--- src/rtl/shc_pkg.sv ---
// Shared types and constants for the star HFR / centroid core.
`timescale 1ns / 1ps
`default_nettype none
package shc_pkg;

  localparam int FRAC       = 8;    // fraction bits of every fixed-point value
  localparam int PIX_W      = 16;
  localparam int COORD_W    = 24;
  localparam int FLUX_W     = 16;
  localparam int AX_W       = 18;   // offsets at or beyond 2^18 are outside any circle
  localparam int D2_W       = 37;
  localparam int OFS_W      = 17;
  localparam int TOT_W      = 28;
  localparam int WSUM_W     = 53;
  localparam int OSUM_W     = 46;
  localparam int DIST_W     = 19;
  localparam int SQ_W       = 38;   // square root operand, even
  localparam int DIV_N      = 54;
  localparam int DIV_D      = 28;
  localparam int FIFO_DEPTH = 4;
  localparam int LVL_W      = $clog2(FIFO_DEPTH + 1);
  localparam int PTR_W      = $clog2(FIFO_DEPTH);

  typedef enum logic [2:0] {
    REG_CENTER_X   = 3'd0,
    REG_CENTER_Y   = 3'd1,
    REG_WINDOW_X   = 3'd2,
    REG_WINDOW_Y   = 3'd3,
    REG_STAR_RAD   = 3'd4,
    REG_BACKGROUND = 3'd5
  } cfg_idx_t;

  typedef struct packed {
    logic [COORD_W-1:0] center_x;
    logic [COORD_W-1:0] center_y;
    logic [PIX_W-1:0]   window_x;
    logic [PIX_W-1:0]   window_y;
    logic [PIX_W-1:0]   star_radius;
    logic [COORD_W-1:0] background_mean;
  } shc_cfg_t;

  typedef struct packed {
    logic [FLUX_W-1:0]       flux;
    logic [D2_W-1:0]         d2;
    logic signed [OFS_W-1:0] ofs_x;
    logic signed [OFS_W-1:0] ofs_y;
    logic                    in_range;
    logic                    last;
  } shc_item_t;

  typedef struct packed {
    logic [COORD_W-1:0] half_flux_radius;
    logic [COORD_W-1:0] mean_flux;
    logic [COORD_W-1:0] centroid_x;
    logic [COORD_W-1:0] centroid_y;
    logic               centroid_updated;
  } shc_result_t;

  typedef enum logic [3:0] {
    B_IDLE, B_CHECK, B_SQRT, B_MUL, B_ACC, B_FIN, B_DIV, B_RSQRT, B_EMIT
  } back_state_t;

  typedef enum logic [2:0] {
    OP_HFR, OP_CX, OP_CY, OP_MEAN
  } div_op_t;

endpackage
`default_nettype wire

--- src/rtl/shc_front.sv ---
// Front end: pixel intake, background subtraction, offsets and squared distance.
`timescale 1ns / 1ps
`default_nettype none
module shc_front (
  input  wire logic                      clk,
  input  wire logic                      rst_n,
  input  wire logic                      in_valid,
  output logic                           in_ready,
  input  wire logic [15:0]               pixel_x,
  input  wire logic [15:0]               pixel_y,
  input  wire logic [15:0]               pixel_value,
  input  wire logic                      last_pixel,
  input  wire shc_pkg::shc_cfg_t         cfg,
  input  wire logic [shc_pkg::LVL_W-1:0] fifo_level,
  output logic                           push,
  output shc_pkg::shc_item_t             push_item
);
  import shc_pkg::*;

  logic                    s1_v_r, s2_v_r;
  logic [FLUX_W-1:0]       s1_flux_r, s2_flux_r;
  logic [AX_W-1:0]         s1_ax_r, s1_ay_r;
  logic                    s1_rng_r, s2_rng_r, s1_last_r, s2_last_r;
  logic signed [OFS_W-1:0] s1_ox_r, s1_oy_r, s2_ox_r, s2_oy_r;
  logic [2*AX_W-1:0]       s2_ax2_r, s2_ay2_r;

  logic signed [25:0] diff, dx, dy;
  logic [25:0]        rnd, ax, ay;
  logic [FLUX_W-1:0]  flux;
  logic [LVL_W:0]     used;
  logic               accept;

  always_comb begin
    diff = $signed({2'b00, pixel_value, 8'h00}) - $signed({2'b00, cfg.background_mean});
    rnd  = 26'(diff) + 26'(1 << (FRAC - 1));
    flux = (diff > 0) ? rnd[FLUX_W+FRAC-1:FRAC] : '0;
    dx   = $signed({2'b00, pixel_x, 8'h00}) - $signed({2'b00, cfg.center_x});
    dy   = $signed({2'b00, pixel_y, 8'h00}) - $signed({2'b00, cfg.center_y});
    ax   = dx[25] ? 26'(-dx) : 26'(dx);
    ay   = dy[25] ? 26'(-dy) : 26'(dy);
    // count items in flight so the queue can never overflow
    used     = (LVL_W+1)'(fifo_level) + (LVL_W+1)'(s1_v_r) + (LVL_W+1)'(s2_v_r);
    in_ready = used < (LVL_W+1)'(FIFO_DEPTH);
    accept   = in_valid && in_ready;
  end

  always_ff @(posedge clk) begin
    if (!rst_n) begin
      s1_v_r <= 1'b0;
      s2_v_r <= 1'b0;
    end else begin
      s1_v_r <= accept;
      s2_v_r <= s1_v_r;
    end
    s1_flux_r <= flux;
    s1_ax_r   <= ax[AX_W-1:0];
    s1_ay_r   <= ay[AX_W-1:0];
    s1_rng_r  <= (ax[25:AX_W] == '0) && (ay[25:AX_W] == '0);
    s1_ox_r   <= $signed({1'b0, pixel_x}) - $signed({1'b0, cfg.window_x});
    s1_oy_r   <= $signed({1'b0, pixel_y}) - $signed({1'b0, cfg.window_y});
    s1_last_r <= last_pixel;
    s2_flux_r <= s1_flux_r;
    s2_ax2_r  <= s1_ax_r * s1_ax_r;
    s2_ay2_r  <= s1_ay_r * s1_ay_r;
    s2_rng_r  <= s1_rng_r;
    s2_ox_r   <= s1_ox_r;
    s2_oy_r   <= s1_oy_r;
    s2_last_r <= s1_last_r;
  end

  assign push               = s2_v_r;
  assign push_item.flux     = s2_flux_r;
  assign push_item.d2       = {1'b0, s2_ax2_r} + {1'b0, s2_ay2_r};
  assign push_item.ofs_x    = s2_ox_r;
  assign push_item.ofs_y    = s2_oy_r;
  assign push_item.in_range = s2_rng_r;
  assign push_item.last     = s2_last_r;

endmodule
`default_nettype wire

--- config.mk ---
export PLATFORM = sky130hd
export DESIGN_NAME = shc_front
export DESIGN_NICKNAME = d
export VERILOG_FILES = /design/src/rtl/shc_pkg.sv /design/src/rtl/shc_front.sv
export SDC_FILE = /design/constraint.sdc
export NUM_CORES = 2
export LEC_CHECK = 0
export ABC_AREA = 1
export BUFFER_PORTS_ARGS = -buffer_cell sky130_fd_sc_hd__buf_2
export CORE_UTILIZATION = 40
export CTS_BUF_LIST = sky130_fd_sc_hd__clkbuf_16
export CTS_CLUSTER_SIZE = 16
export DETAILED_ROUTE_END_ITERATION = 12
export PLACE_DENSITY_LB_ADDON = 0.3
export REMOVE_ABC_BUFFERS = 1
export SLEW_MARGIN = 20
export SYNTH_ARGS = -nofsm -noshare
export SYNTH_HDL_FRONTEND = slang
export SYNTH_SLANG_ARGS = --single-unit
--- constraint.sdc ---
create_clock -name clk -period 5.6 [get_ports clk]
set_clock_uncertainty 0.15 [all_clocks]
set_input_delay 0.56 -clock clk [delete_from_list [all_inputs] [get_ports clk]]
set_output_delay 0.56 -clock clk [all_outputs]
set_load 0.005 [all_outputs]
Word-level counts from Yosys, hierarchy flattened
Index checks and enable logic that the tools add are counted.
Widths: inputs -> output; s select.

word-level totals
  bits in read-only memories = 0
  input port bits = 175
  RAM bits = 0
  logic and storage cells = 37
  bits in latches = 0
  output and inout port bits = 91
  flip-flop bits (word level) = 214
  memories = 0

cells by class
  muxes and demuxes = 2
  equal/unequal tests = 0
  shifts and indexed selects = 0
  bitwise gates (word level) = 0
  div/mod/pow operators = 0
  magnitude comparators = 2
  $add $sub $neg = 11
  multipliers = 2
  reductions and logical operators = 4

operators by type and width
  kind                   number
  $sub 24x24->25         3
  $mul 18x18->36         2
  $mux 26                2
  $neg 25->26            2
  $add 36x36->37         1
  $sub 16x16->17         2
  $gt 25x1->1 const B    1
  $add 24x9->24 const B  1
  $logic_not 8->1        2
  $add 3x1->4            1
  $add 4x1->4            1
  $lt 4x3->1 const B     1
  $logic_and 1x1->1      2

Longest topological paths before layout
  depth in word-level cells = 5
  gate-level depth with buffers = 32
  mapped depth without buffers = 30

Worst setup path after synthesis
OpenSTA, ideal clock, no wires.

  path type = flip-flop to flip-flop
  start point = register s1_ax_r[4]
  end point = register s2_ax2_r[31]
  arrival time = 5.844 ns
  clock period less this slack = 6.118 ns
  stages on the path, launching flop included = 27
  buffers on the path = 2
  data required time = 5.327 ns
  setup time = 0.123 ns
  slack = -0.518 ns
  path through = dfxtp_1 -> clkbuf_1 -> clkbuf_1 -> nand2_1 -> fa_1 -> inv_1 -> fa_1 -> inv_1 -> fa_1 -> fa_1 -> inv_1 -> fa_1 -> inv_1 -> fa_1 -> inv_1 -> ha_1 -> nand2_1 -> inv_1 -> a21oi_1 -> o211ai_1 -> a21boi_0 -> inv_1 -> nand2_1 -> nand2_1 -> a21boi_0 -> o21bai_1 -> xor2_1

between the ends
  longest elaborated chain between the ends = 1

RTL lines
  element                 line             text
  from (decl)             shc_front.sv:22  logic [AX_W-1:0] s1_ax_r, s1_ay_r;
  from (signal assigned)  shc_front.sv:56  s1_ax_r <= ax[AX_W-1:0];
  $mul 18x18->36          shc_front.sv:63  s2_ax2_r <= s1_ax_r * s1_ax_r;
  to (signal assigned)    shc_front.sv:63
  to (decl)               shc_front.sv:25  logic [2*AX_W-1:0] s2_ax2_r, s2_ay2_r;

No other way between the ends.
A chain may end at the register's enable or synchronous reset.

Worst setup path after layout
  start point = register s1_ax_r[9]
  end point = register s2_ax2_r[31]

Same word-level chain as after synthesis.

==> PnR_summary.wiki <==
{| class="wikitable"
! Metric !! Value
|-
| Slowest stage delay, CP || 550 ps
|-
| Count of final max-slew check failures || 0
|-
| Routed via count divided by cell count || 4.661
|-
| MaxCap Viol Count || 0
|-
| Clock latency at the later pin of the worst-skew pair || 590 ps
|-
| Endpoints failing hold || 0
|-
| Top-Level Pins || 266
|-
| Standard cell area after detailed placement || 35790 um2
|-
| Number of enable flip-flop cells after synthesis || 0
|-
| Combined buffer and inverter count along the critical path || 7
|-
| Detailed route wirelength on metal2 || 36.00 mm
|-
| Sequential-to-total area share from yosys stat || 0.1349
|-
| Post-synthesis average cell area || 7.598 um2
|-
| Area of the core || 77590 um2
|-
| Setup TNS Final || 0 ps
|-
| Min Tclk post-route || 5589 ps
|-
| Ys flop type || dfxtp_1
|-
| Max FO, Critical Path || 5
|-
| Routed WL || 76.51 mm
|-
| Die outline height || 282.5 um
|-
| Clock Root Buffer || clkbuf_16
|-
| Slew margin rel. || 0.3854
|-
| Initial antenna violation count || 2
|-
| Critical-path cell with the highest stage delay || fa_1
|-
| Setup violations, final || 0
|-
| Sequential cell area in the final layout || 4340 um2
|-
| Cell count after synthesis || 4141
|-
| Final weighted congestion in routability-driven placement || 0.9255
|-
| Top Family by Delay on Critical Path || adder cells
|-
| Slew at the pin closest to its max-slew limit || 918.8 ps
|-
| Final std cells w/o fill || 5708
|-
| DIE AREA || 79780 um2
|-
| Layout filler cell count || 7678
|-
| CTS tree || built
|-
| Buffer depth of the longest clock path || 3
|-
| WP data arrival || 5880 ps
|-
| Kind of end point of the critical path || flip-flop
|-
| Drt pass-1 iters || 5
|-
| Detailed route wirelength on metal3 || 3.835 mm
|-
| Final antenna-violating net count || 0
|-
| Run status || complete, no violations
|-
| Placed Cells incl. Taps || 5619
|-
| Post-CTS clock slew at the launch and capture registers of the worst setup and hold paths || 70 ps
|-
| Layout Area Growth over Synthesis || 22.10%
|-
| Count of unique library cells instantiated by Yosys || 59
|-
| RSZ-0062 raised after global routing || true
|-
| Routed wirelength normalized by instance count || 13.40 um
|-
| Final standard cell area without fillers || 38410 um2
|-
| Fraction of registers with async set/reset || 0
|-
| CP startpoint kind || flip-flop
|-
| Met1 wire length || 35.41 mm
|-
| Req. time, crit path || 5900 ps
|-
| Hold crit path type || in2reg
|-
| Number of buffers inserted during clock tree synthesis || 27
|-
| Kind of critical path || reg2reg
|-
| Number of H-tree levels || 1
|-
| Highest metal layer used by the detailed router || met4
|-
| Number of nets in the final layout || 5604
|-
| Cell-by-cell listing of the critical path || buf_6 -> buf_6 -> nand2_4 -> fa_1 -> inv_2 -> buf_6 -> fa_2 -> ha_4 -> fa_1 -> fa_1 -> inv_2 -> fa_1 -> inv_2 -> ha_4 -> a21o_1 -> a21oi_2 -> o211ai_1 -> a21boi_2 -> inv_2 -> nand2_2 -> nand2_2 -> a21boi_2 -> o21bai_1 -> xor2_1
|-
| Number of standard-cell rows in the floorplan || 102
|-
| Clock Sinks || 212
|-
| Number of DRC markers after the initial detailed-route iteration || 1300
|-
| Initial Utilization || 0.4055
|-
| Fmax || 0.1789 GHz
|-
| Via count of the routed design || 26.60k
|-
| Die Wd || 282.5 um
|-
| Detailed placer's ending HPWL || 66.11 mm
|-
| Number of buffers added on ports || 249
|-
| Global Route Usage Sum || 0.1934
|-
| Mapped Area || 31460 um2
|-
| Area of the multi-input gates || 23770 um2
|-
| Final routed DRC violation total || 0
|-
| Number of synthesized register bits || 212
|-
| Pin count of the biggest net entering global routing || 23
|-
| Share of final-layout standard cells stronger than drive strength 1 || 0.2048
|-
| First-pass GRT wire length || 126.7 mm
|-
| Share of the clock period used by the worst path || 0.9980
|-
| Aggregate global routing overflow || 0
|-
| Via count of the first global-routing pass || 26.83k
|-
| Yosys synthesis warning count || 0
|}
final cells by class:
type                            instances  share of cell area
Clock buffer                           27             0.01759
Timing Repair Buffer                  558              0.1010
Antenna cell                            1          0.00006514
Tap cell                             1040             0.03388
Sequential cell                       212              0.1130
Multi-Input combinational cell       2723              0.6187
Clock inverter                         23            0.005961
Inverter                             1124              0.1098
worst paths after layout:
check                                 from  depth (start not counted)  slack [ps]      endpoint
worst max-delay path            s1_ax_r[9]                         24          10  s2_ax2_r[31]
worst min-delay path                 rst_n                          3          30          push
worst max register to register  s1_ax_r[9]                         24          10  s2_ax2_r[31]
worst min register to register  s1_ox_r[1]                          0         170    s2_ox_r[1]
what timing repair did:
item,CTS,global route
endpoints found under the hold margin,3,0
setup endpoints to repair,27,37
pin swaps,30,127
setup buffers,13,23
gates resized for setup,105,289
hold buffers,3,0
placed cells by master (no fill, tap or decap), drive strengths merged, types with 2 or more instances in the layout:
| master | n |
|---|---|
| buf | 555 |
| o31ai | 8 |
| o21bai | 13 |
| or2 | 10 |
| nor4 | 8 |
| xnor2 | 64 |
| o21ai | 108 |
| o21a | 13 |
| inv | 1132 |
| clkbuf | 27 |
| a31oi | 13 |
| xor2 | 124 |
| nand4 | 30 |
| clkinv | 13 |
| a21oi | 213 |
| nand2 | 886 |
| fa | 436 |
| nor2 | 232 |
| nand3b | 12 |
| o211ai | 3 |
| nor3 | 28 |
| a221oi | 10 |
| and2 | 2 |
| a21o | 17 |
| a21boi | 13 |
| o221ai | 3 |
| ha | 347 |
| dfxtp | 212 |
| nand3 | 122 |
| dlygate4sd3 | 3 |
through the flow:
| step | worst slack [ps] | util | hold WS (ps) |
|---|---|---|---|
| after floorplan | -298.6 | - | 159.6 |
| after global placement | -320.0 | 0.4612 | 159.9 |
| after detailed placement | -333.4 | 0.4612 | 163.2 |
| after CTS | -38.68 | 0.4784 | 2.625 |
| after global routing | -195.2 | 0.4951 | 23.23 |
| final | 11.27 | 0.4951 | 30.78 |
tightest hold or removal path, stage by stage:
cell,delay [ps]
buf_2,80
nand2_1,40
inv_1,40
synth_stat cells (8+ instances only):
cell / n / area share
nand2_1: 872 / 0.10
o21a_1: 13 / 0.0031
nand3b_1: 12 / 0.0029
inv_2: 19 / 0.0023
nor2_1: 209 / 0.025
a21oi_1: 211 / 0.034
nand2_2: 13 / 0.0026
a221oi_1: 10 / 0.0028
inv_1: 1104 / 0.13
nor2_2: 16 / 0.0032
xnor2_1: 63 / 0.018
clkbuf_1: 70 / 0.0084
xor2_1: 121 / 0.034
or2_2: 8 / 0.0016
a21o_1: 17 / 0.0041
nand3_1: 121 / 0.019
dfxtp_1: 212 / 0.13
o21ai_0: 91 / 0.014
nor3_1: 27 / 0.0043
a21boi_0: 10 / 0.0024
nand4_1: 29 / 0.0058
fa_1: 436 / 0.28
ha_1: 347 / 0.14
o21ai_1: 15 / 0.0024
o21bai_1: 12 / 0.0029
a31oi_1: 13 / 0.0026
o31ai_1: 8 / 0.0019
metal layers:
layer / GRT usage / vias up
li1: - / 13440
met3: 0.02478 / 82
met5: 0 / -
met2: 0.3286 / 530
met4: 0.03146 / 0
met1: 0.2655 / 12560
logic make-up (layout without fill, tap and decap cells):
family | after synthesis | in the layout | share of synthesized area
buffers and inverters | 1206 | 1732 | 0.1442
AO/OA/AOI/OAI | 420 | 420 | 0.07672
AND/OR/NAND/NOR | 1332 | 1332 | 0.1754
flip-flops | 212 | 212 | 0.1349
adder cells (fa/ha/maj) | 783 | 783 | 0.4154
other | 0 | 1 | 0
XOR/XNOR | 188 | 188 | 0.05329
registers in the layout, indices dropped and copies added, names as in the netlist:
signal,flops
s1_ax_r,18
s2_last_r,1
s2_ay2_r,35
s1_last_r,1
s1_flux_r,16
s2_oy_r,17
s2_ox_r,17
s2_flux_r,16
s2_ax2_r,35
s1_ay_r,18
s1_rng_r,1
s1_ox_r,17
push,1
s1_v_r,1
s1_oy_r,17
s2_rng_r,1
Power is left out: the tool's default activity adds up to more than one toggle a clock period on the data nets, which glitch-free logic cannot reach.
