<file path="src/rtl/shc_pkg.sv">
// Shared types and constants for the star HFR / centroid core.
`timescale 1ns / 1ps
`default_nettype none
package shc_pkg;

  localparam int FRAC       = 8;    // fraction bits of every fixed-point value
  localparam int PIX_W      = 16;
  localparam int COORD_W    = 24;
  localparam int FLUX_W     = 16;
  localparam int AX_W       = 18;   // offsets at or beyond 2^18 are outside any circle
  localparam int D2_W       = 37;
  localparam int OFS_W      = 17;
  localparam int TOT_W      = 28;
  localparam int WSUM_W     = 53;
  localparam int OSUM_W     = 46;
  localparam int DIST_W     = 19;
  localparam int SQ_W       = 38;   // square root operand, even
  localparam int DIV_N      = 54;
  localparam int DIV_D      = 28;
  localparam int FIFO_DEPTH = 4;
  localparam int LVL_W      = $clog2(FIFO_DEPTH + 1);
  localparam int PTR_W      = $clog2(FIFO_DEPTH);

  typedef enum logic [2:0] {
    REG_CENTER_X   = 3'd0,
    REG_CENTER_Y   = 3'd1,
    REG_WINDOW_X   = 3'd2,
    REG_WINDOW_Y   = 3'd3,
    REG_STAR_RAD   = 3'd4,
    REG_BACKGROUND = 3'd5
  } cfg_idx_t;

  typedef struct packed {
    logic [COORD_W-1:0] center_x;
    logic [COORD_W-1:0] center_y;
    logic [PIX_W-1:0]   window_x;
    logic [PIX_W-1:0]   window_y;
    logic [PIX_W-1:0]   star_radius;
    logic [COORD_W-1:0] background_mean;
  } shc_cfg_t;

  typedef struct packed {
    logic [FLUX_W-1:0]       flux;
    logic [D2_W-1:0]         d2;
    logic signed [OFS_W-1:0] ofs_x;
    logic signed [OFS_W-1:0] ofs_y;
    logic                    in_range;
    logic                    last;
  } shc_item_t;

  typedef struct packed {
    logic [COORD_W-1:0] half_flux_radius;
    logic [COORD_W-1:0] mean_flux;
    logic [COORD_W-1:0] centroid_x;
    logic [COORD_W-1:0] centroid_y;
    logic               centroid_updated;
  } shc_result_t;

  typedef enum logic [3:0] {
    B_IDLE, B_CHECK, B_SQRT, B_MUL, B_ACC, B_FIN, B_DIV, B_RSQRT, B_EMIT
  } back_state_t;

  typedef enum logic [2:0] {
    OP_HFR, OP_CX, OP_CY, OP_MEAN
  } div_op_t;

endpackage
`default_nettype wire

</file>
<file path="src/rtl/shc_fifo.sv">
// Short item queue between front end and back end.
`timescale 1ns / 1ps
`default_nettype none
module shc_fifo (
  input  wire logic                      clk,
  input  wire logic                      rst_n,
  input  wire logic                      push,
  input  wire shc_pkg::shc_item_t        din,
  input  wire logic                      pop,
  output shc_pkg::shc_item_t             dout,
  output logic                           empty,
  output logic [shc_pkg::LVL_W-1:0]      level
);
  import shc_pkg::*;

  shc_item_t        mem_r [FIFO_DEPTH];
  logic [PTR_W-1:0] wr_r, rd_r;
  logic [LVL_W-1:0] cnt_r;

  always_ff @(posedge clk) begin
    if (!rst_n) begin
      wr_r  <= '0;
      rd_r  <= '0;
      cnt_r <= '0;
    end else begin
      if (push) wr_r <= wr_r + 1'b1;
      if (pop)  rd_r <= rd_r + 1'b1;
      cnt_r <= cnt_r + LVL_W'(push) - LVL_W'(pop);
    end
    if (push) mem_r[wr_r] <= din;
  end

  assign dout  = mem_r[rd_r];
  assign empty = (cnt_r == '0);
  assign level = cnt_r;

endmodule
`default_nettype wire

</file>
<file path="config.mk">
export PLATFORM = sky130hd
export DESIGN_NAME = shc_fifo
export DESIGN_NICKNAME = d
export VERILOG_FILES = /design/src/rtl/shc_pkg.sv /design/src/rtl/shc_fifo.sv
export SDC_FILE = /design/constraint.sdc
export NUM_CORES = 1
export LEC_CHECK = 0
export BUFFER_PORTS_ARGS = -buffer_cell sky130_fd_sc_hd__buf_2
export CAP_MARGIN = 20
export CORE_MARGIN = 5
export CORE_UTILIZATION = 45
export CTS_CLUSTER_DIAMETER = 30
export DETAILED_ROUTE_END_ITERATION = 10
export PLACE_DENSITY = 0.76
export REMOVE_ABC_BUFFERS = 1
export SKIP_LAST_GASP = 1
export SYNTH_ARGS = -nofsm -noshare
export SYNTH_HDL_FRONTEND = slang
export SYNTH_SLANG_ARGS = --single-unit
</file>
<file path="constraint.sdc">
create_clock -name clk -period 2.8 [get_ports clk]
set_input_delay 0 -clock clk [delete_from_list [all_inputs] [get_ports clk]]
set_output_delay 0 -clock clk [all_outputs]
set_load 0.01 [all_outputs]
</file>
### Word level (Yosys, flattened, before mapping)

Memories as Yosys holds them, arrays and structs flattened. A register that Yosys moved wholly into a read port is not among the register bits.
Cells that the tools add are included.

* register bits: 7
* latch bits: 0
* memory bits (writable): 356
* ROM bits: 0
* output and inout port bits: 93
* word-level logic and storage cells: 13
* memories: 1

* $add $sub $neg: 4
* multiply operators: 0
* div/mod/pow operators: 0
* $lt $le $gt $ge: 0
* equal/unequal tests: 0
* shift-type cells: 0
* mux-type cells: 4
* bitwise operators: 0
* reductions and logical operators: 1

Memory list
* mem_r: words 4, bits a word 89, read ports 1, clocked after memory_dff 1, wr ports 1, line shc_fifo.sv:16 `shc_item_t mem_r [FIFO_DEPTH];`

Operators by type and width (number)
* adder 2 x 1 -> 2 bit, second input constant: 2
* two-way mux 2 bit: 2
* adder 3 x 1 -> 3 bit: 1
* logical NOT 3 bit: 1
* subtractor 3 x 1 -> 3 bit: 1
* two-way mux 1 bit: 2

### Depth between registers and ports, before layout

Gate-level depths: netlist of run 1.

* depth in word-level cells: 3
* gate-level depth with buffers: 7

### Worst setup path after synthesis of run 1

Ideal clock, no wire load.

* path type: register to register
* start point: register wr_r[0]
* end point: memory mem_r[0][0] in the netlist's numbering, enable pin
* setup time: 0.457 ns
* data arrival time: 2.607 ns
* data required time: 2.343 ns
* slack: -0.265 ns
* cell stages (with the launch flop): 4
* cell sequence: dfxtp_1 > inv_1 > ha_1 > and2_1

RTL lines
* start: declaration: line shc_fifo.sv:17 `logic [PTR_W-1:0] wr_r, rd_r;`
* start signal: assignment: line shc_fifo.sv:26 `if (push) wr_r <= wr_r + 1'b1;`
* end: declaration: line shc_fifo.sv:16

No word-level cell before the write port.

==> results.tsv, run 1 <==
stage	metric	value	unit
clocking	insertion_delay	0.54	ns
layout	post-route-util	62.9	%
grt	top_usage_layer	met2	
setup_path	critPathTopFamily	flip-flops	
synth	synth_area	0.0133	mm²
timing	finalClockSkew	0.0170	ns
timing	worst_slew_pin_slew	0.617	ns
clocking	cts_sinks	365	
placement	portBuffers	185	
synth	synth-compound-area-share	0.113	%
setup_path	cp_data_required_time	2.80	ns
grt	met2_usage	27.5	%
synth	ys.flop_type	edfxtp_1	
power	power_density	887	mW/mm²
worst_hold_path	whs_path_depth	2	
detailed_routing	drtAntennaViolNets	0	
die	start_util	45.9	%
layout	instances_no_fill	1295	
layout	multiInputGateArea	0.00224	mm²
setup_path	cp_num_buf_inv	2	
setup_path	critPathKind	flop to primary output	
grt	met3_usage	5.46	%
run	max_cap_violations	0	
synth	synth_top_family_by_area	multiplexers	
die	die_w	182	µm
synth	seq_area_frac_synth	82.0	%
synth	synth-simple-area-share	0.519	%
detailed_routing	drc	0	
die	top_level_ports	186	
synth	ys_warn_count	0	
timing	finalHoldViolCount	0	
power	p_leak	6.37	nW
detailed_routing	via_per_inst	5.11	
synth	syn_area_per_cell	26.1	µm²
timing	finalMaxSlewViolations	0	
clocking	clockBufferDepth	3	
setup_path	cp-start-kind	flop	
grt	antenna_found_initial	3	
clocking	cts_tree	yes	
timing	period_share	81.1	%
grt	grt-ovfl-total	0	
setup_path	r2r_cells	6	
layout	area_growth	37.0	%
synth	synth_fa_ha_area_share	0.717	%
timing	max-slew-margin-rel	58.9	%
worst_hold_path	hold_class	input port to flop	
power	switching_power	3.46	mW
synth	synthMuxAreaShare	15.2	%
setup_path	cpPeakStageDelay	0.74	ns
timing	rsz0062_at_grt	no	
detailed_routing	drt_iter0_markers	535	
die	core_area	0.0289	mm²
synth	ys_types	21	
clocking	cts_inserted_buffers	72	
detailed_routing	routedWlPerCell	21.9	µm
layout	ff_latch_area	0.0109	mm²
clocking	post_cts_buffers	0	
clocking	cts.htree.levels	3	
grt	grt_max_degree	41	
synth	synthCells	507	
synth	synthXorXnorAreaFrac	0.311	%
placement	gp_congestion	0.729	
detailed_routing	wl	28.3	mm
status	status	finished clean	
grt	grt_pass1_wl	43.6	mm
setup_path	cp_data_arrival_time	2.27	ns
power	ir_drop	0.000492	V
power	p_sw_share	21.5	%
power	pwr-share-clk	52.3	%
timing	fmax	440	MHz
layout	fillCellCount	1998	
die	die_area	0.0330	mm²
setup_path	worstSetupEndpointType	primary output	
synth	async_flop_share	0	%
grt	grt.total_usage	17.3	%
clocking	clkTransAtPathRegs	0.05	ns
timing	final-setup-viol-count	0	
layout	drive_gt1_share	44.6	%
timing	period_minus_slack	2.27	ns
layout	final_nets	954	
clocking	cts_root_buf	clkbuf_16	
setup_path	path_cells	buf_4 > mux4_2 > buf_2	
power	p_seq_share	39.7	%
setup_path	cp_max_fo	40	
detailed_routing	dr.pass1.iters	4	
setup_path	cp_slowest_cell	dfxtp_4	
placement	dpl.hpwl	16.1	mm
placement	post-place-cells	1071	
power	internal-power	12.7	mW
detailed_routing	vias	6614	
grt	grt_pass1_vias	7438	
die	die_y	182	µm
setup_path	worstSetupPathDepth	3	
die	rows	62	
power	pwr-share-comb	8.0	%
synth	ys_ff_latch	365	
synth	synth-edff-count	356	
grt	grtUsageMet1	22.7	%
[path summary, 6_finish.rpt]
path	startpoint	end	slack, ns
worst min-delay path	din[37]	mem_r[3][37]	0.21
worst min register to register	rd_r[1]	flop	0.53
worst max-delay path	flop	dout[74]	0.53
worst max register to register	level[0]	level[0]	1.04
[cell families (layout without fill, tap and decap cells)]
family,after synthesis,count (layout)
mux,90,90
buf+inv,27,430
other cells,0,1
flops,365,365
fa+ha+maj,7,7
simple gates,13,13
xor+xnor,3,3
compound gates,2,2
[routing by layer]
metal / part of all wire (%) / vias to the layer above
met2: 49 / 257
met5: 0.095 / -
met3: 7.6 / 52
li1: - / 2907
met1: 40 / 3394
met4: 2.6 / 4
[power by group through the flow]
stage / clock, mW / combinational [mW] / sequential, mW
global route: 8.91 / 1.39 / 6.41
finish: 8.43 / 1.28 / 6.40
global placement: 0 / 1.18 / 6.48
CTS: 8.57 / 1.31 / 6.40
floorplan: 0 / 0.616 / 6.54
detailed placement: 0 / 1.19 / 6.49
[through the flow]
stage | hold WS (ns) | power [mW] | instance area [µm²] | setup TNS, ns | setup WS [ns]
2_1_floorplan | 0.0989 | 7.16 | 13100 | -234.52 | -1.61
3_3_place_gp | 0.215 | 7.65 | 14800 | 0 | 1.05
3_5_place_dp | 0.218 | 7.68 | 14800 | 0 | 1.06
4_1_cts | 0.188 | 16.3 | 18200 | 0 | 0.487
5_1_grt | 0.207 | 16.7 | 18200 | 0 | 0.425
6_report | 0.209 | 16.1 | 18200 | 0 | 0.529
[layout make-up]
class | count | share of cell area (%)
Sequential cell | 365 | 59.9
Multi-Input combinational cell | 115 | 12.4
Timing Repair Buffer | 293 | 11.5
Clock buffer | 81 | 10.2
Clock inverter | 49 | 3.22
Tap cell | 384 | 2.65
Inverter | 7 | 0.145
Antenna cell | 1 | 0.0138
[registers in the layout, summed over array words and instances (netlist names), named ones only]
name   count
rd_r       2
mem_r    356
wr_r       2
level      3
[cells in the mapped netlist, types with 2 or more instances]
| cell | count | area share [%] |
|---|---|---|
| mux4_2 | 89 | 15 |
| buf_2 | 9 | 0.34 |
| edfxtp_1 | 356 | 81 |
| clkbuf_1 | 7 | 0.20 |
| and2_1 | 6 | 0.28 |
| ha_1 | 6 | 0.57 |
| xnor2_1 | 2 | 0.13 |
| nor2_1 | 5 | 0.14 |
| inv_1 | 7 | 0.20 |
| dfxtp_1 | 9 | 1.4 |
[timing repair]
action                                 CTS  global route
hold buffers                            93             0
endpoints found under the hold margin  365             0
resized for setup                        0             0
[cells in the final DEF (no fill, tap or decap), types with 8 or more instances in the layout]
master and n:
edfxtp_1 356, buf_2 185, dlygate4sd3_1 93, mux4_2 89, clkbuf_16 73, clkinv_1 12, bufinv_16 10, buf_12 9
clkbuf_1 8
[worst reg2reg max path, delay by kind of cell, from the launching register on]
kind	cells	cell delay, ns
and+or+nand+nor	1	0.13
buffers and inverters	3	0.65
DFF	1	0.36
adders and majority gates	2	0.52
Power figures use the tool's default switching activity.
==> run 2, diff against run 1 <==
PLACE_DENSITY = 0.73   (was 0.76)
clock period = 2.2 ns   (was 2.8 ns; I/O delays follow)
==> results.tsv, run 2 (synthesis gave the netlist of run 1 again) <==
stage	metric	value	unit	change
clocking	clkTransAtPathRegs	0.06	ns	was 0.05 ns
worst_hold_path	hp-start	din[47]		was din[37]
placement	dpl.hpwl	15.5	mm	was 16.1 mm
clocking	insertion_delay	0.53	ns	was 0.54 ns
grt	grt-ovfl-total	0		unchanged
placement	portBuffers	185		unchanged
timing	period_share	92.1	%	
timing	finalHoldViolCount	0		unchanged
timing	final-setup-viol-count	0		unchanged
layout	largest_register	mem_r		unchanged
detailed_routing	drc	0		unchanged
clocking	cts.htree.levels	3		unchanged
setup_path	cp_max_fo	16		was 40
timing	fmax	494	MHz	
setup_path	cpPeakStageDelay	0.61	ns	was 0.74 ns
timing	period_minus_slack	2.03	ns	
setup_path	cp_data_required_time	2.20	ns	was 2.80 ns
setup_path	worstSetupEndpointType	primary output		unchanged
worst_hold_path	hold_class	input port to flop		unchanged
layout	final_cell_mix	edfxtp_1, buf_2, dlygate4sd3_1		unchanged
die	core_area	0.0289	mm²	unchanged
clocking	cts_inserted_buffers	68		was 72
power	power	19.7	mW	was 16.1 mW
grt	grt.total_usage	16.4	%	was 17.3%
layout	drive_gt1_share	44.7	%	was 44.6%
timing	worst_slew_pin_slew	0.429	ns	was 0.617 ns
detailed_routing	wl	27.0	mm	was 28.3 mm
grt	grt_pass1_wl	41.7	mm	was 43.6 mm
setup_path	cp-start-kind	flop		unchanged
setup_path	r2r_slack	0.43	ns	was 1.04 ns
power	ir_drop	0.000812	V	was 0.000492 V
detailed_routing	drtAntennaViolNets	0		unchanged
timing	setup_slack	0.174	ns	was 0.529 ns
timing	finalMaxSlewViolations	0		unchanged
die	rows	62		unchanged
clocking	cts_resized	0		unchanged
timing	max-slew-margin-rel	71.4	%	was 58.9%
status	status	finished clean		unchanged
power	power_density	1090	mW/mm²	was 887 mW/mm²
worst_hold_path	hold_end	mem_r[0][47]		was mem_r[3][37]
grt	grt_max_degree	41		unchanged
detailed_routing	vias	6571		was 6614
grt	antenna_found_initial	1		was 3
placement	gp_congestion	0.722		was 0.729
worst_hold_path	whs_path_depth	2		unchanged
detailed_routing	routedWlPerCell	21.0	µm	was 21.9 µm
die	die_w	182	µm	unchanged
setup_path	path_cells	buf_4 > mux4_2 > buf_2		unchanged
layout	mostFrequentLayoutCell	edfxtp_1		unchanged
clocking	cts_sinks	365		unchanged
timing	finalClockSkew	0.0200	ns	was 0.0170 ns
detailed_routing	dr.pass1.iters	5		was 4
clocking	cts_tree	yes		unchanged
layout	area_growth	35.7	%	was 37.0%
setup_path	r2r_cells	6		unchanged
power	p_leak	6.27	nW	was 6.37 nW
die	start_util	45.9	%	unchanged
setup_path	timing.rr.start	level[0]		unchanged
clocking	cts_root_buf	clkbuf_16		unchanged
detailed_routing	drt_iter0_markers	383		was 535
clocking	clockBufferDepth	3		unchanged
timing	rsz0062_at_grt	no		unchanged
setup_path	cp_slowest_cell	mux4_2		was dfxtp_4
grt	grt_pass1_vias	7356		was 7438
setup_path	cp_data_arrival_time	2.03	ns	was 2.27 ns
die	top_level_ports	186		unchanged
layout	largest_reg_flops	356		unchanged
placement	place_ws	0.513	ns	was 1.06 ns
die	die_y	182	µm	unchanged
run	max_cap_violations	0		unchanged
setup_path	critPathKind	flop to primary output		unchanged
detailed_routing	via_per_inst	5.12		was 5.11
setup_path	r2r_end	level[0]		unchanged
die	die_area	0.0330	mm²	unchanged
layout	final_nets	948		was 954
## run 2: where the power goes
| part | internal [mW] | leakage (nW) | switching, mW |
|---|---|---|---|
| Combinational | 0.817 | 1.85 | 0.828 |
| Clock | 6.60 | 1.07 | 3.33 |
| Sequential | 8.01 | 3.35 | 0.103 |
## run 2: worst max path at each step
| stage | start | endpoint | slack, ns | cells past startpoint |
|---|---|---|---|---|
| 2_1_floorplan | flop | dout[0] | -2.21 | 1 |
| 3_3_place_gp | level[0] | level[2] | 0.58 | 7 |
| 3_5_place_dp | level[0] | level[2] | 0.51 | 7 |
| 4_1_cts | flop | dout[33] | 0.11 | 3 |
| 5_1_grt | flop | dout[33] | 0.06 | 3 |
| 6_report | flop | dout[16] | 0.17 | 3 |
## run 2: area by class of cell
type	count	area [µm²]
diodes	1	2.50
clock buffers	77	1760
clock inverters	44	495
fillers	1931	10900
multi-input cells	115	2240
inverters	7	26.3
well taps	384	480
repair buffers	291	2100
flip-flops and latches	365	10900
## run 2: critical path, delay by kind of cell (launching register included)
kind / cells / cell delay, ns
mux: 1 / 0.61
flops: 1 / 0.39
buf+inv: 2 / 0.50
## run 2: per-stage QoR
step                utilization, %  hold slack (ns)  area [µm²]  instances  TNS, ns
finish                        62.3            0.218       18000       1284        0
global route                  62.3            0.196       18000       1284        0
CTS                           62.3            0.182       18000       1283        0
detailed placement            51.3            0.218       14800       1069        0
global placement              51.3            0.209       14800       1069        0
floorplan                        -           0.0989       13100        487  -501.52
## run 2: timing repair
item | 4_1_cts | 5_1_grt
endpoints found under the hold margin | 365 | 0
buffers inserted | 0 | 0
hold buffers | 93 | 0
## run 2: metal layers
layer,part of all wire [%],global-route usage [%],vias up
li1,-,-,2892
met1,40,21.1,3389
met2,51,27.5,245
met3,6.7,4.24,45
met4,1.8,5.13,0
met5,0,0,-
